## config.mk

```make
export PLATFORM = sky130hd
export DESIGN_NAME = w2h_ctrl
export DESIGN_NICKNAME = d
export VERILOG_FILES = /design/src/rtl/core/weighted_2d_histogram_fill_macros.svh /design/src/rtl/core/w2h_pkg.sv /design/src/rtl/core/w2h_ctrl.sv
export SDC_FILE = /design/constraint.sdc
export NUM_CORES = 1
export LEC_CHECK = 0
export ABC_CLOCK_PERIOD_IN_PS = 1300
export BUFFER_PORTS_ARGS = -buffer_cell sky130_fd_sc_hd__buf_4
export CORE_AREA = 5 5 42 44
export DETAILED_ROUTE_END_ITERATION = 8
export DIE_AREA = 0 0 47 49
export SETUP_SLACK_MARGIN = 0.3
export SYNTH_ARGS = -nofsm -noshare
export SYNTH_HDL_FRONTEND = slang
export SYNTH_SLANG_ARGS = --single-unit
```

## constraint.sdc

```tcl
create_clock -name aclk -period 1.3 [get_ports aclk]
set_input_delay 0.065 -clock aclk [delete_from_list [all_inputs] [get_ports aclk]]
set_output_delay 0.065 -clock aclk [all_outputs]
set_load 0.05 [all_outputs]
```

## src/rtl/core/weighted_2d_histogram_fill_macros.svh

```systemverilog
// assertion macros for the weighted 2d histogram
`ifndef WEIGHTED_2D_HISTOGRAM_FILL_MACROS_SVH
`define WEIGHTED_2D_HISTOGRAM_FILL_MACROS_SVH
`ifndef ASSERT_OFF
`define W2H_ASSERT_IMP(label, clk, rst_n, ante, cons) \
    label: assert property (@(posedge clk) disable iff (!rst_n) (ante) |-> (cons)) \
        else $error("assertion failed");
`define W2H_ASSERT_NXT(label, clk, rst_n, ante, cons) \
    label: assert property (@(posedge clk) disable iff (!rst_n) (ante) |=> (cons)) \
        else $error("assertion failed");
`else
`define W2H_ASSERT_IMP(label, clk, rst_n, ante, cons)
`define W2H_ASSERT_NXT(label, clk, rst_n, ante, cons)
`endif
`endif

```

## src/rtl/core/w2h_pkg.sv

```systemverilog
// shared types and constants of the weighted 2d histogram
package w2h_pkg;
    localparam logic [1:0] OP_FILL     = 2'd0;
    localparam logic [1:0] OP_READ_BIN = 2'd1;

    localparam logic [2:0] REG_X_LOWER = 3'd0;
    localparam logic [2:0] REG_X_UPPER = 3'd1;
    localparam logic [2:0] REG_X_SCALE = 3'd2;
    localparam logic [2:0] REG_X_BINS  = 3'd3;
    localparam logic [2:0] REG_Y_LOWER = 3'd4;
    localparam logic [2:0] REG_Y_UPPER = 3'd5;
    localparam logic [2:0] REG_Y_SCALE = 3'd6;
    localparam logic [2:0] REG_Y_BINS  = 3'd7;

    typedef struct packed {
        logic clear_en;
        logic load;
        logic bin_calc;
        logic mem_read;
        logic update;
        logic result_load;
    } w2h_cmd_t;

    typedef struct packed {
        logic clear_done;
    } w2h_stat_t;
endpackage

```

## src/rtl/core/w2h_ctrl.sv

```systemverilog
// controller state machine of the weighted 2d histogram
module w2h_ctrl
    import w2h_pkg::*;
(
    input  logic      aclk,
    input  logic      aresetn,
    input  logic      s_tvalid,
    output logic      s_tready,
    output logic      m_tvalid,
    input  logic      m_tready,
    output w2h_cmd_t  cmd,
    input  w2h_stat_t stat
);
    localparam logic [2:0] ST_CLEAR = 3'd0;
    localparam logic [2:0] ST_IDLE  = 3'd1;
    localparam logic [2:0] ST_BIN   = 3'd2;
    localparam logic [2:0] ST_READ  = 3'd3;
    localparam logic [2:0] ST_UPD   = 3'd4;
    localparam logic [2:0] ST_OUT   = 3'd5;

    logic [2:0] state_reg, state_next;
    logic       mvalid_reg, mvalid_next;
    logic       take_in;

    assign s_tready = (state_reg == ST_IDLE);
    assign take_in  = s_tvalid && s_tready;
    assign m_tvalid = mvalid_reg;

    always_comb begin
        state_next  = state_reg;
        mvalid_next = mvalid_reg;
        cmd         = '0;
        if (m_tready) begin
            mvalid_next = 1'b0;
        end
        unique case (state_reg)
            ST_CLEAR: begin
                cmd.clear_en = 1'b1;
                if (stat.clear_done) begin
                    state_next = ST_IDLE;
                end
            end
            ST_IDLE: begin
                if (take_in) begin
                    cmd.load   = 1'b1;
                    state_next = ST_BIN;
                end
            end
            ST_BIN: begin
                cmd.bin_calc = 1'b1;
                state_next   = ST_READ;
            end
            ST_READ: begin
                cmd.mem_read = 1'b1;
                state_next   = ST_UPD;
            end
            ST_UPD: begin
                cmd.update = 1'b1;
                state_next = ST_OUT;
            end
            ST_OUT: begin
                if (!mvalid_reg || m_tready) begin
                    cmd.result_load = 1'b1;
                    mvalid_next     = 1'b1;
                    state_next      = ST_IDLE;
                end
            end
            default: state_next = ST_IDLE;
        endcase
    end

    always_ff @(posedge aclk) begin
        if (!aresetn) begin
            state_reg  <= ST_CLEAR;
            mvalid_reg <= 1'b0;
        end else begin
            state_reg  <= state_next;
            mvalid_reg <= mvalid_next;
        end
    end
endmodule

```

Word level (Yosys, flattened, before mapping)
Cells that the tools add are included.
Widths: inputs -> output; s select.
- input port bits: 5
- output and inout port bits: 8
- memory bits (read-only): 0
- register bits after elaboration: 4
- memory bits (writable): 0
- logic and storage cells: 30
- memories: 0
- latch bits: 0
- magnitude comparators: 0
- divide/modulo/power cells: 0
- $mul: 0
- shift operators: 0
- mux-type cells: 15
- add/sub/neg operators: 0
- bitwise gates (word level): 0
- reductions and logical operators: 5
- equality and inequality tests: 8
- operators with widths (cell ; count):
    $pmux 3 s6 ; 1
    $mux 1 ; 11
    $mux 3 ; 3
    $eq 3x2->1 const B ; 2
    $eq 3x3->1 const B ; 2
    $ne 2x2->1 const B ; 2
    $eq 3x1->1 const B ; 1
    $logic_not 3->1 ; 1
    $reduce_and 3->1 ; 1
    $ne 2x1->1 const B ; 1
    $logic_and 1x1->1 ; 1
    $logic_not 1->1 ; 1
    $logic_or 1x1->1 ; 1

Longest topological paths before layout
- depth in word-level cells: 4
- depth in mapped cells: 4
- depth with buffers taken out: 3

Worst setup path before layout
No wires, ideal clock.
- path kind: register to output
- from: register state_reg[2]
- to: output port cmd[1] in the netlist's numbering
- cell stages (with the launch flop): 3
- path slack: -0.383 ns
- path buffers: 1
- arrival: 1.618 ns
- required time: 1.235 ns
- path through: dfxtp_1 buf_4 nor3b_1
- RTL lines (element ; line ; RTL):
    start: declaration ; w2h_ctrl.sv:21 ; logic [2:0] state_reg, state_next;
    start signal: assignment ; w2h_ctrl.sv:77 ; state_reg <= state_next;
    end: declaration ; w2h_ctrl.sv:11 ; output w2h_cmd_t cmd,

==> out/qor.txt <==
Status - completed
Register area - 90.1 µm²
Post-layout util - 34.2%
Worst Hold Class - in -> reg
Worst Tran Pin Value - 0.154 ns
Crit-path max FO - 4
Finished Cell Area - 479 µm²
Hold Fails Final Rpt - 0
Yosys synthesis warning count - 0
Port bufs - 12
DR vias/cell - 4.25
Leakage - 0.211 nW
Setup Skew - 0.00365 ns
Share of layout cells above drive strength 1 - 75.0%
Yosys top cell by area - dfxtp_1
Post-synth design cell area - 255 µm²
Worst-Skew Late Latency - 0.24 ns
Antenna viol nets, final - 0
Post-DP HPWL - 443 µm
CTS tree - built
Pwr/cell area - 1000 nW/µm²
Hold Buf Count CTS - 0
Die ar. - 2300 µm²
Syn Nets - 31
Largest net degree at the start of global routing - 11
Clock buffer depth - 2
Drt wl/cell - 9.95 µm
Slew Viols, Final - 0
Worst Setup Start Kind - register
Global Route Usage Sum - 7.32%
Row cnt - 14
Sequential area share after synthesis - 31.4%
Max Cap Viol - 0
Placer's final routability congestion estimate - 0.679
Fillers - 150
Max VDD drop - 0.503 mV
Critical Path Sink Type - output port
Initial antenna violation count - 0
Data required time of the worst path - 1.24 ns
Area delta synth->final - 87.7%
Fin crit share - 93.2%
Vias in the first global route - 268
DR iter-0 viols - 1
Htree depth - 1
Layout Nets - 51
CTS root buf - clkbuf_4
Post-synthesis area per instance - 9.82 µm²
Number of remaining DRC errors - 0
Reg clk slew, reported paths - 0.04 ns
F_max - 0.826 GHz
Starting Density - 18.2%
Detailed Route WL - 597 µm
CTS sink count - 4
Max-slew headroom - 89.7%
Synth Register Bits - 4
Max reg flops - 3
Ant. Diodes - 0
Yosys top cell area share - 31.4%
Die height - 49 µm
Core Box Area - 1400 µm²
Area post-placement - 374 µm²
WP data arrival - 1.15 ns
Io pins - 13
Minimum clock period - 1.21 ns
RSZ-0062 raised after global routing - true
Setup TNS - 0 ns
Die Width - 47 µm
Total via count in the routed design - 255
WHS - 0.0557 ns
Setup CP Type - reg -> out
1st-pass router iterations - 2
First-pass GRT wire length - 1120 µm
Area of the multi-input gates - 178 µm²
Post-Syn Instances - 26
CTS Buf Count - 3
Setup Viol. Count Final - 0
GR Overflow Total - 0
Cell variety after synth - 18
Largest cells by area after synthesis - dfxtp_1 (31%), nor2b_4 (11%), nor3b_2 (9.8%)
[cells in the final DEF, fill, tap and decap left out, drive strengths merged]
cell,n
nor3b,3
nand2,1
and2b,1
nor3,1
and3,1
o31a,1
and3b,1
a21oi,2
buf,17
nor2b,2
o21a,2
a21boi,1
nand2b,2
dfxtp,4
and2,1
o21ai,1
clkbuf,3
[final timing paths]
path	slack [ns]	start	end	depth (start not counted)
worst max-delay path	0.09	state_reg[1]	cmd[0]	4
worst min-delay path	0.06	aresetn	state_reg[2]	2
worst max register to register	0.26	state_reg[0]	state_reg[0]	3
worst min register to register	0.51	m_tvalid	m_tvalid	2
[critical path: stages, from the launching register on]
cell and delay (ns):
dfxtp_4 0.35, nor2b_4 0.12, buf_4 0.11, and3_2 0.17, buf_6 0.15
[where the power goes]
group	switching [mW]	total, mW	internal [mW]
sequential	0.00782	0.137	0.129
combinational	0.0956	0.189	0.0933
clock	0.0522	0.156	0.103
[cell families after synthesis]
| kind of cell | count (synthesis) | share of synthesized area (%) |
|---|---|---|
| AO/OA/AOI/OAI | 7 | 18.1 |
| buffers and inverters | 2 | 7.35 |
| flip-flops | 4 | 31.4 |
| AND/OR/NAND/NOR | 13 | 43.1 |
[area by class of cell]
class	count	area share, %
tap	16	4.18
clock buffer	3	4.70
timing repair buffer	17	35.2
multi-input combinational	20	37.1
sequential	4	18.8
[through the flow]
| step | power [mW] | cells | setup slack [ns] |
|---|---|---|---|
| after global routing | 0.520 | 60 | 0.0137 |
| final | 0.481 | 60 | 0.0889 |
| after CTS | 0.479 | 59 | 0.0720 |
| after floorplan | 0.254 | 26 | 0.0214 |
| after detailed placement | 0.291 | 53 | 0.255 |
| after global placement | 0.290 | 53 | 0.269 |
[Yosys cell counts]
cell      n
dfxtp_1   4
a21oi_1   2
nand2b_1  2
nor2b_4   2
nor3b_2   2
o21a_1    2
a21boi_1  1
and2_1    1
and2b_1   1
and3_1    1
and3b_1   1
buf_4     1
buf_6     1
nand2_1   1
nor3_1    1
nor3b_1   1
o21ai_1   1
o31a_1    1
[metal layers]
layer	vias up	global-route usage [%]	part of all wire, %
met5	-	0	0
met4	0	4.15	2.8
met3	5	7.01	11
met2	10	9.28	48
met1	114	7.68	39
li1	126	-	-
[repair_timing]
| item | in CTS | in global routing |
|---|---|---|
| endpoints found under the setup margin | 8 | 10 |
| gates resized for setup | 12 | 2 |
| pin swaps | 2 | 0 |
| setup buffers | 3 | 1 |
(Power assumes the default switching activity.)
